File: config.mk
export PLATFORM = sky130hd
export DESIGN_NAME = base64url_strict_decoder_flat
export DESIGN_NICKNAME = d
export VERILOG_FILES = /design/src/design/b64d_pkg.sv /design/src/design/b64d_if.sv /design/src/design/b64d_step.sv /design/src/design/base64url_strict_decoder.sv /design/src/flat_wrapper.sv
export SDC_FILE = /design/constraint.sdc
export NUM_CORES = 1
export LEC_CHECK = 0
export BUFFER_PORTS_ARGS = -buffer_cell sky130_fd_sc_hd__buf_2
export CAP_MARGIN = 20
export CORE_AREA = 2 2 78 80
export DETAILED_ROUTE_END_ITERATION = 8
export DIE_AREA = 0 0 80 82
export GPL_ROUTABILITY_DRIVEN = 0
export PLACE_DENSITY = 0.94
export SLEW_MARGIN = 10
export SYNTH_ARGS = -nofsm -noshare
export SYNTH_HDL_FRONTEND = slang
export SYNTH_SLANG_ARGS = --single-unit
File: constraint.sdc
create_clock -name clk -period 6 [get_ports clk]
set_input_delay 0 -clock clk [delete_from_list [all_inputs] [get_ports clk]]
set_output_delay 0 -clock clk [all_outputs]
set_load 0.05 [all_outputs]
File: src/design/b64d_pkg.sv
// shared types, status codes and character decode for the base64url decoder
// no dependencies
package b64d_pkg;

	localparam logic [1:0] ST_OK       = 2'd0;
	localparam logic [1:0] ST_ILLEGAL  = 2'd1;
	localparam logic [1:0] ST_CAPACITY = 2'd2;
	localparam logic [1:0] ST_LEFTOVER = 2'd3;

	localparam logic [7:0] CAP_RESET = 8'd64;

	localparam logic [7:0] CH_UPPER_A = 8'h41;
	localparam logic [7:0] CH_UPPER_Z = 8'h5A;
	localparam logic [7:0] CH_LOWER_A = 8'h61;
	localparam logic [7:0] CH_LOWER_Z = 8'h7A;
	localparam logic [7:0] CH_DIGIT_0 = 8'h30;
	localparam logic [7:0] CH_DIGIT_9 = 8'h39;
	localparam logic [7:0] CH_MINUS   = 8'h2D;
	localparam logic [7:0] CH_UNDER   = 8'h5F;

	localparam logic [7:0] OFS_LOWER = 8'd26;
	localparam logic [7:0] OFS_DIGIT = 8'd52;
	localparam logic [5:0] VAL_MINUS = 6'd62;
	localparam logic [5:0] VAL_UNDER = 6'd63;

	typedef struct packed {
		logic [11:0] acc;
		logic [2:0]  held;
		logic [7:0]  cnt;
		logic [1:0]  err;
	} b64d_state_t;

	typedef struct packed {
		logic [7:0] out_byte;
		logic       byte_valid;
		logic       done_res;
		logic [1:0] status;
		logic [7:0] byte_count;
	} b64d_res_t;

	typedef struct packed {
		logic       legal;
		logic [5:0] value;
	} b64d_sextet_t;

	function automatic b64d_sextet_t sextet_of(input logic [7:0] c);
		b64d_sextet_t s;
		logic [7:0]   t;
		s = '{legal: 1'b1, value: 6'd0};
		t = 8'd0;
		if (c >= CH_UPPER_A && c <= CH_UPPER_Z) begin
			t = c - CH_UPPER_A;
			s.value = t[5:0];
		end else if (c >= CH_LOWER_A && c <= CH_LOWER_Z) begin
			t = c - CH_LOWER_A + OFS_LOWER;
			s.value = t[5:0];
		end else if (c >= CH_DIGIT_0 && c <= CH_DIGIT_9) begin
			t = c - CH_DIGIT_0 + OFS_DIGIT;
			s.value = t[5:0];
		end else if (c == CH_MINUS) begin
			s.value = VAL_MINUS;
		end else if (c == CH_UNDER) begin
			s.value = VAL_UNDER;
		end else begin
			s.legal = 1'b0;
		end
		return s;
	endfunction

endpackage

File: src/design/b64d_if.sv
// handshake channels for characters in and decode results out
// no dependencies
interface b64d_in_if;
	logic       valid;
	logic       ready;
	logic [7:0] char_in;
	logic       last_char;

	modport source(output valid, char_in, last_char, input ready);
	modport sink(input valid, char_in, last_char, output ready);
endinterface

interface b64d_out_if;
	logic       valid;
	logic       ready;
	logic [7:0] out_byte;
	logic       byte_valid;
	logic       done_res;
	logic [1:0] status;
	logic [7:0] byte_count;

	modport source(output valid, out_byte, byte_valid, done_res, status, byte_count,
		input ready);
	modport sink(input valid, out_byte, byte_valid, done_res, status, byte_count,
		output ready);
endinterface

File: src/design/b64d_step.sv
// one character step: decode, accumulate, emit byte, update error and count
// depends on b64d_pkg
module b64d_step
	import b64d_pkg::*;
(
	input  logic [7:0]  char_in,
	input  logic        last_char,
	input  logic [7:0]  capacity,
	input  b64d_state_t cur,
	output b64d_state_t nxt,
	output b64d_res_t   res
);

	b64d_sextet_t sx;
	b64d_state_t  st;
	logic [3:0]   held_sum;
	logic [11:0]  shifted;
	logic [6:0]   mask_w;
	logic [5:0]   mask;
	logic [7:0]   byte_v;
	logic         valid_v;

	assign sx = sextet_of(char_in);

	always_comb begin
		st       = cur;
		byte_v   = 8'd0;
		valid_v  = 1'b0;
		held_sum = 4'd0;
		shifted  = 12'd0;
		if (cur.err == ST_OK) begin
			if (!sx.legal) begin
				st.err = ST_ILLEGAL;
			end else begin
				st.acc   = {cur.acc[5:0], sx.value};
				held_sum = {1'b0, cur.held} + 4'd6;
				if (held_sum >= 4'd8) begin
					held_sum = held_sum - 4'd8;
					if (cur.cnt >= capacity) begin
						st.err = ST_CAPACITY;
					end else begin
						shifted = st.acc >> held_sum;
						byte_v  = shifted[7:0];
						valid_v = 1'b1;
						st.cnt  = cur.cnt + 8'd1;
					end
				end
				st.held = held_sum[2:0];
			end
		end
		mask_w = (7'd1 << st.held) - 7'd1;
		mask   = mask_w[5:0];
		if (last_char && st.err == ST_OK) begin
			if (st.held >= 3'd6 || (st.acc[5:0] & mask) != 6'd0) begin
				st.err = ST_LEFTOVER;
			end
		end
		res.out_byte   = byte_v;
		res.byte_valid = valid_v;
		res.done_res   = last_char;
		res.status     = st.err;
		res.byte_count = st.cnt;
		if (last_char) begin
			nxt = '0;
		end else begin
			nxt = st;
		end
	end

endmodule

File: src/design/base64url_strict_decoder.sv
// top level of the strict base64url decoder, no padding
// depends on b64d_pkg, b64d_if (channels) and b64d_step
//
// channel   dir  width  contents
// in_ch     in   9      char_in[7:0], last_char
// out_ch    out  20     out_byte, byte_valid, done_res, status, byte_count
// cfg       in   8      cfg_we, cfg_wdata -> cap_q (capacity)
//
// one character per cycle sustained while out_ch takes each result; a result is
// offered from the result register once its character has passed the input
// register and is held there until accepted; the decode step and the stream
// state update sit between the input register and the result register
// reset clears the stream state and sets cap_q to 64
// a stalled result holds in the result register while the input register
// still takes one more character
module base64url_strict_decoder
	import b64d_pkg::*;
(
	input  logic         clk,
	input  logic         arst_n,
	b64d_in_if.sink      in_ch,
	b64d_out_if.source   out_ch,
	input  logic         cfg_we,
	input  logic [7:0]   cfg_wdata
);

	logic        valid_s1;
	logic [7:0]  char_s1;
	logic        last_s1;
	logic [7:0]  cap_q;
	b64d_state_t state_q;
	b64d_state_t state_nxt;
	b64d_res_t   res;
	b64d_res_t   res_q;
	logic        out_valid_q;
	logic        advance;

	assign advance     = valid_s1 && (!out_valid_q || out_ch.ready);
	assign in_ch.ready = !valid_s1 || advance;

	always_ff @(posedge clk or negedge arst_n) begin
		if (!arst_n) begin
			cap_q <= CAP_RESET;
		end else if (cfg_we) begin
			cap_q <= cfg_wdata;
		end
	end

	always_ff @(posedge clk or negedge arst_n) begin
		if (!arst_n) begin
			valid_s1 <= 1'b0;
		end else if (in_ch.ready) begin
			valid_s1 <= in_ch.valid;
		end
	end

	always_ff @(posedge clk) begin
		if (in_ch.valid && in_ch.ready) begin
			char_s1 <= in_ch.char_in;
			last_s1 <= in_ch.last_char;
		end
	end

	b64d_step u_step (
		.char_in   (char_s1),
		.last_char (last_s1),
		.capacity  (cap_q),
		.cur       (state_q),
		.nxt       (state_nxt),
		.res       (res)
	);

	always_ff @(posedge clk or negedge arst_n) begin
		if (!arst_n) begin
			state_q     <= '0;
			out_valid_q <= 1'b0;
		end else begin
			if (advance) begin
				state_q     <= state_nxt;
				out_valid_q <= 1'b1;
			end else if (out_ch.ready) begin
				out_valid_q <= 1'b0;
			end
		end
	end

	always_ff @(posedge clk) begin
		if (advance) begin
			res_q <= res;
		end
	end

	assign out_ch.valid      = out_valid_q;
	assign out_ch.out_byte   = res_q.out_byte;
	assign out_ch.byte_valid = res_q.byte_valid;
	assign out_ch.done_res   = res_q.done_res;
	assign out_ch.status     = res_q.status;
	assign out_ch.byte_count = res_q.byte_count;

	a_held_even: assert property (@(posedge clk) disable iff (!arst_n)
		state_q.held == 3'd0 || state_q.held == 3'd2 ||
		state_q.held == 3'd4 || state_q.held == 3'd6)
		else $error("bits held left the even range");

	a_byte_no_err: assert property (@(posedge clk) disable iff (!arst_n)
		out_ch.valid && out_ch.byte_valid |->
		out_ch.status == ST_OK || out_ch.status == ST_LEFTOVER)
		else $error("byte emitted under an error");

	a_clear_on_last: assert property (@(posedge clk) disable iff (!arst_n)
		advance && last_s1 |=> state_q == '0)
		else $error("stream state not cleared after last character");

	a_count_step: assert property (@(posedge clk) disable iff (!arst_n)
		advance && !last_s1 && res.byte_valid |=>
		state_q.cnt == $past(state_q.cnt) + 8'd1)
		else $error("byte count did not advance with an emitted byte");

endmodule
File: src/flat_wrapper.sv
// flat-port wrapper written by rule: the top's interface ports become plain ports
module base64url_strict_decoder_flat import b64d_pkg::*;
  (clk, arst_n, cfg_we, cfg_wdata, in_ch_valid, in_ch_char_in, in_ch_last_char, in_ch_ready, out_ch_valid, out_ch_out_byte, out_ch_byte_valid, out_ch_done_res, out_ch_status, out_ch_byte_count, out_ch_ready);
  b64d_in_if in_ch_i ();
  b64d_out_if out_ch_i ();
  input  logic clk;
  input  logic arst_n;
  input  logic cfg_we;
  input  logic [7:0] cfg_wdata;
  input wire logic [$bits(in_ch_i.valid)-1:0] in_ch_valid;
  input wire logic [$bits(in_ch_i.char_in)-1:0] in_ch_char_in;
  input wire logic [$bits(in_ch_i.last_char)-1:0] in_ch_last_char;
  output wire logic [$bits(in_ch_i.ready)-1:0] in_ch_ready;
  output wire logic [$bits(out_ch_i.valid)-1:0] out_ch_valid;
  output wire logic [$bits(out_ch_i.out_byte)-1:0] out_ch_out_byte;
  output wire logic [$bits(out_ch_i.byte_valid)-1:0] out_ch_byte_valid;
  output wire logic [$bits(out_ch_i.done_res)-1:0] out_ch_done_res;
  output wire logic [$bits(out_ch_i.status)-1:0] out_ch_status;
  output wire logic [$bits(out_ch_i.byte_count)-1:0] out_ch_byte_count;
  input wire logic [$bits(out_ch_i.ready)-1:0] out_ch_ready;
  assign in_ch_i.valid = in_ch_valid;
  assign in_ch_i.char_in = in_ch_char_in;
  assign in_ch_i.last_char = in_ch_last_char;
  assign in_ch_ready = in_ch_i.ready;
  assign out_ch_valid = out_ch_i.valid;
  assign out_ch_out_byte = out_ch_i.out_byte;
  assign out_ch_byte_valid = out_ch_i.byte_valid;
  assign out_ch_done_res = out_ch_i.done_res;
  assign out_ch_status = out_ch_i.status;
  assign out_ch_byte_count = out_ch_i.byte_count;
  assign out_ch_i.ready = out_ch_ready;
  base64url_strict_decoder u_core (.clk(clk), .arst_n(arst_n), .in_ch(in_ch_i), .out_ch(out_ch_i), .cfg_we(cfg_we), .cfg_wdata(cfg_wdata));
endmodule
==> flow_metrics.py <==
metrics = {
    "sta": {
        "worstMarginPinSlew_ns": 0.9174,
        "tns_ns": 0,
        "hold_violations": 0,
        "fin_ws_ns": 1.865,
        "hold_slack_ns": 0.01625,
        "slew_viol_final": 0,
        "min_period_ns": 4.135,
        "slew_headroom_pct": 38.77,
        "fmax_mhz": 241.9,
        "period_share_pct": 68.91,
        "fin_skew_ns": 0.01236,
        "finalSetupViolations": 0,
        "rsz0062_at_grt": "no",
    },
    "yosys": {
        "yosysWarnings": 0,
        "syn_avg_cell_area_sq_um": 10.18,
        "syn_inst": 343,
        "netlist_area_sq_um": 3491,
        "ys_seq_elements": 57,
        "synth_nets": 385,
        "synth_edf_count": 29,
        "synthFlopType": "edfxtp_1",
        "postSynth.asyncResetShare_pct": 49.12,
        "ys_types": 64,
        "synth-seq-area-share_pct": 45.05,
    },
    "setup_path": {
        "rr_endpoint": "u_core.out_ch.status[1]",
        "crit_path_start": "u_core.char_s1[2]",
        "rrSetupSlack_ns": 1.87,
        "rr_startpoint": "u_core.char_s1[2]",
        "start_kind": "register",
        "worstSetupPathType": "register to register",
        "cp_slowest_stage_delay_ns": 0.57,
        "endpoint_kind": "register",
        "critPathBufInv": 2,
        "worstPathArrival_ns": 4.21,
        "path_cells": "inv_1 -> ha_1 -> and3b_1 -> a2111oi_2 -> nor3b_4 -> o21ai_4 -> nor2_1 -> a31oi_1 -> ha_1 -> inv_1 -> a21oi_1 -> a21oi_1 -> o21a_1 -> a211oi_1 -> o211a_1 -> o21ai_1",
        "crit_slowest_cell": "edfxtp_1",
        "path_max_fanout": 24,
        "cp_top_family": "compound AO/OA/AOI/OAI gates",
        "cp.depth": 16,
        "required_ns": 6.07,
        "reg2reg_depth": 16,
    },
    "power": {
        "vdd_drop_max_v": 0.0002877,
        "p_per_area_nw_per_um2": 298.2,
        "power_leakage_uw": 0.001777,
    },
    "placement": {
        "dpl.hpwl_mm": 5.110,
        "place_ws_ns": 1.986,
        "place_area_sq_um": 3736,
        "io_buffers": 43,
    },
    "clocking": {
        "htreeDepth": 3,
        "insertion_delay_ns": 0.34,
        "cts_sinks": 57,
        "postCtsSetupBuffers": 0,
        "cts_root_buf": "clkbuf_8",
        "clk_path_buf_depth": 2,
        "clk_pin_slew_worst_paths_ns": 0.07,
        "cts_tree": "done",
        "numCtsBuffers": 9,
    },
    "grt": {
        "grt_pass1_wl_mm": 13.15,
        "gr-total-overflow": 0,
        "grt_usage_pct": 26.38,
        "antenna_found_initial": 0,
        "grt_pass1_vias": 2763,
        "grt_max_degree": 29,
    },
    "detailed_routing": {
        "viasPerCell": 6.126,
        "wl_per_cell_um": 16.65,
        "drcViolationCount": 0,
        "finalWirelength_mm": 8.073,
        "vias": 2971,
        "firstDrtPassIters": 5,
        "ant_nets": 0,
        "drt_iter0_markers": 343,
    },
    "floorplanning": {
        "fp-row-count": 28,
        "die_y_um": 82,
        "dieArea_sq_um": 6560,
        "die_w_um": 80,
        "fp.coreArea_sq_um": 5746,
        "io_pins": 44,
        "start_util_pct": 60.76,
    },
    "layout": {
        "n_antenna_cell": 0,
        "drive_above_1_share_pct": 18.29,
        "final_common_cell": "buf_2",
        "fin_nets": 447,
        "final_cell_mix": "buf_2, nand2_1, edfxtp_1",
        "area_delta_synth_final_pct": 19.50,
        "fillers": 393,
        "fin_area_sq_um": 4172,
    },
    "min_path": {
        "holdPathStages": 3,
        "hold_class": "input port to register",
        "hold_start": "cfg_we",
        "holdPathEnd": "u_core.cap_q[6]",
    },
    "status": {
        "status": "complete, no violations",
    },
    "flow_run": {
        "drv_cap": 0,
    },
}
-- kinds of logic after synthesis --
| logic type | after synthesis | share of synthesized area (%) |
|---|---|---|
| adders and majority gates | 20 | 7.168 |
| buffers and inverters | 39 | 4.624 |
| other | 1 | 0.1074 |
| muxes | 14 | 5.591 |
| DFF | 57 | 45.05 |
| xor gates and xnor gates | 13 | 3.262 |
| and+or+nand+nor | 108 | 16.60 |
| AOI/OAI and AO/OA | 91 | 17.60 |
-- state kept, by name (all words and copies together) (netlist names) --
| register | count |
|---|---|
| u_core.valid_s1 | 1 |
| u_core.char_s1 | 8 |
| u_core.last_s1 | 1 |
| u_core.out_ch.status | 2 |
| u_core.state_q | 18 |
| u_core.out_ch.out_byte | 8 |
| u_core.out_ch.byte_count | 8 |
| u_core.out_ch.valid | 1 |
| u_core.out_ch.byte_valid | 1 |
| u_core.out_ch.done_res | 1 |
| u_core.cap_q | 8 |
-- metal layers --
metal | routed length (um) | track usage, %
met3 | 615 | 5.495
met5 | 0 | 0
met4 | 180 | 9.492
met2 | 4071 | 45.92
met1 | 3205 | 32.64
-- worst max path at each step --
stage | to | slack, ns
after CTS | u_core.out_ch.status[1] | 1.92
after global placement | u_core.out_ch.status[1] | 2.14
final | u_core.out_ch.status[1] | 1.87
after detailed placement | u_core.out_ch.status[1] | 1.99
after floorplan | u_core.out_ch.status[1] | 2.49
after global routing | u_core.out_ch.status[1] | 1.59
-- worst min-delay path, delay by kind of cell --
kind | cells | cell delay [ns]
and+or+nand+nor | 1 | 0.08
AOI/OAI and AO/OA | 1 | 0.08
buffers and inverters | 1 | 0.18
-- report_power, final --
part	internal (uW)	leakage (uW)	switching, uW	total (uW)
logic	136	0.00102	191	327
registers	462	0.000642	58.7	521
clock network	243	0.000114	153	395
-- what timing repair did --
item | 4_1_cts | 5_1_grt
hold endpoints to repair | 46 | 0
resized for setup | 0 | 0
hold buffers | 21 | 0
setup endpoints to repair | 0 | 0
-- stage by stage --
step,util (%),cells,total power (uW)
2_1_floorplan,-,343,757.5
3_3_place_gp,65.03,448,816.4
3_5_place_dp,65.03,448,830.3
4_1_cts,72.60,485,1237
5_1_grt,72.60,485,1302
6_report,72.60,485,1244
-- cell usage after synthesis (all sizes together), types with 2 or more instances --
| cell type | number | area share [%] |
|---|---|---|
| nand2 | 38 | 4.1 |
| edfxtp | 29 | 25 |
| o21ai | 28 | 4.3 |
| dfrtp | 27 | 19 |
| inv | 25 | 2.7 |
| ha | 20 | 7.2 |
| a21oi | 17 | 2.4 |
| nor2 | 16 | 1.7 |
| xnor2 | 11 | 2.8 |
| clkbuf | 8 | 0.86 |
| and2 | 7 | 1.3 |
| nor2b | 7 | 1.3 |
| nor3 | 7 | 1.3 |
| a22oi | 6 | 1.3 |
| mux2i | 6 | 1.7 |
| nand2b | 6 | 1.1 |
| nand3 | 6 | 0.86 |
| buf | 5 | 0.97 |
| nand4 | 5 | 1.1 |
| a211oi | 4 | 1.0 |
| a31oi | 4 | 0.72 |
| mux2 | 4 | 1.3 |
| mux4 | 4 | 2.6 |
| nor3b | 4 | 1.2 |
| nor4 | 4 | 0.90 |
| o211ai | 4 | 0.86 |
| o31ai | 4 | 0.86 |
| a21o | 3 | 0.86 |
| a221oi | 3 | 0.75 |
| o22ai | 3 | 0.54 |
| a2111oi | 2 | 0.68 |
| a22o | 2 | 0.50 |
| and3 | 2 | 0.36 |
| o211a | 2 | 0.57 |
| o21a | 2 | 0.43 |
| xor2 | 2 | 0.50 |
-- cell type report --
type                       count  area (sq um)  area share (%)
timing repair buffer          64         425.4           10.20
inverter                      26         97.59           2.340
clock inverter                 3         43.79           1.050
multi-input combinational    247          1757           42.11
clock buffer                  13         181.4           4.349
sequential                    57          1573           37.70
tap                           75         93.84           2.250
Note: power is estimated with default switching activity, not from simulation.
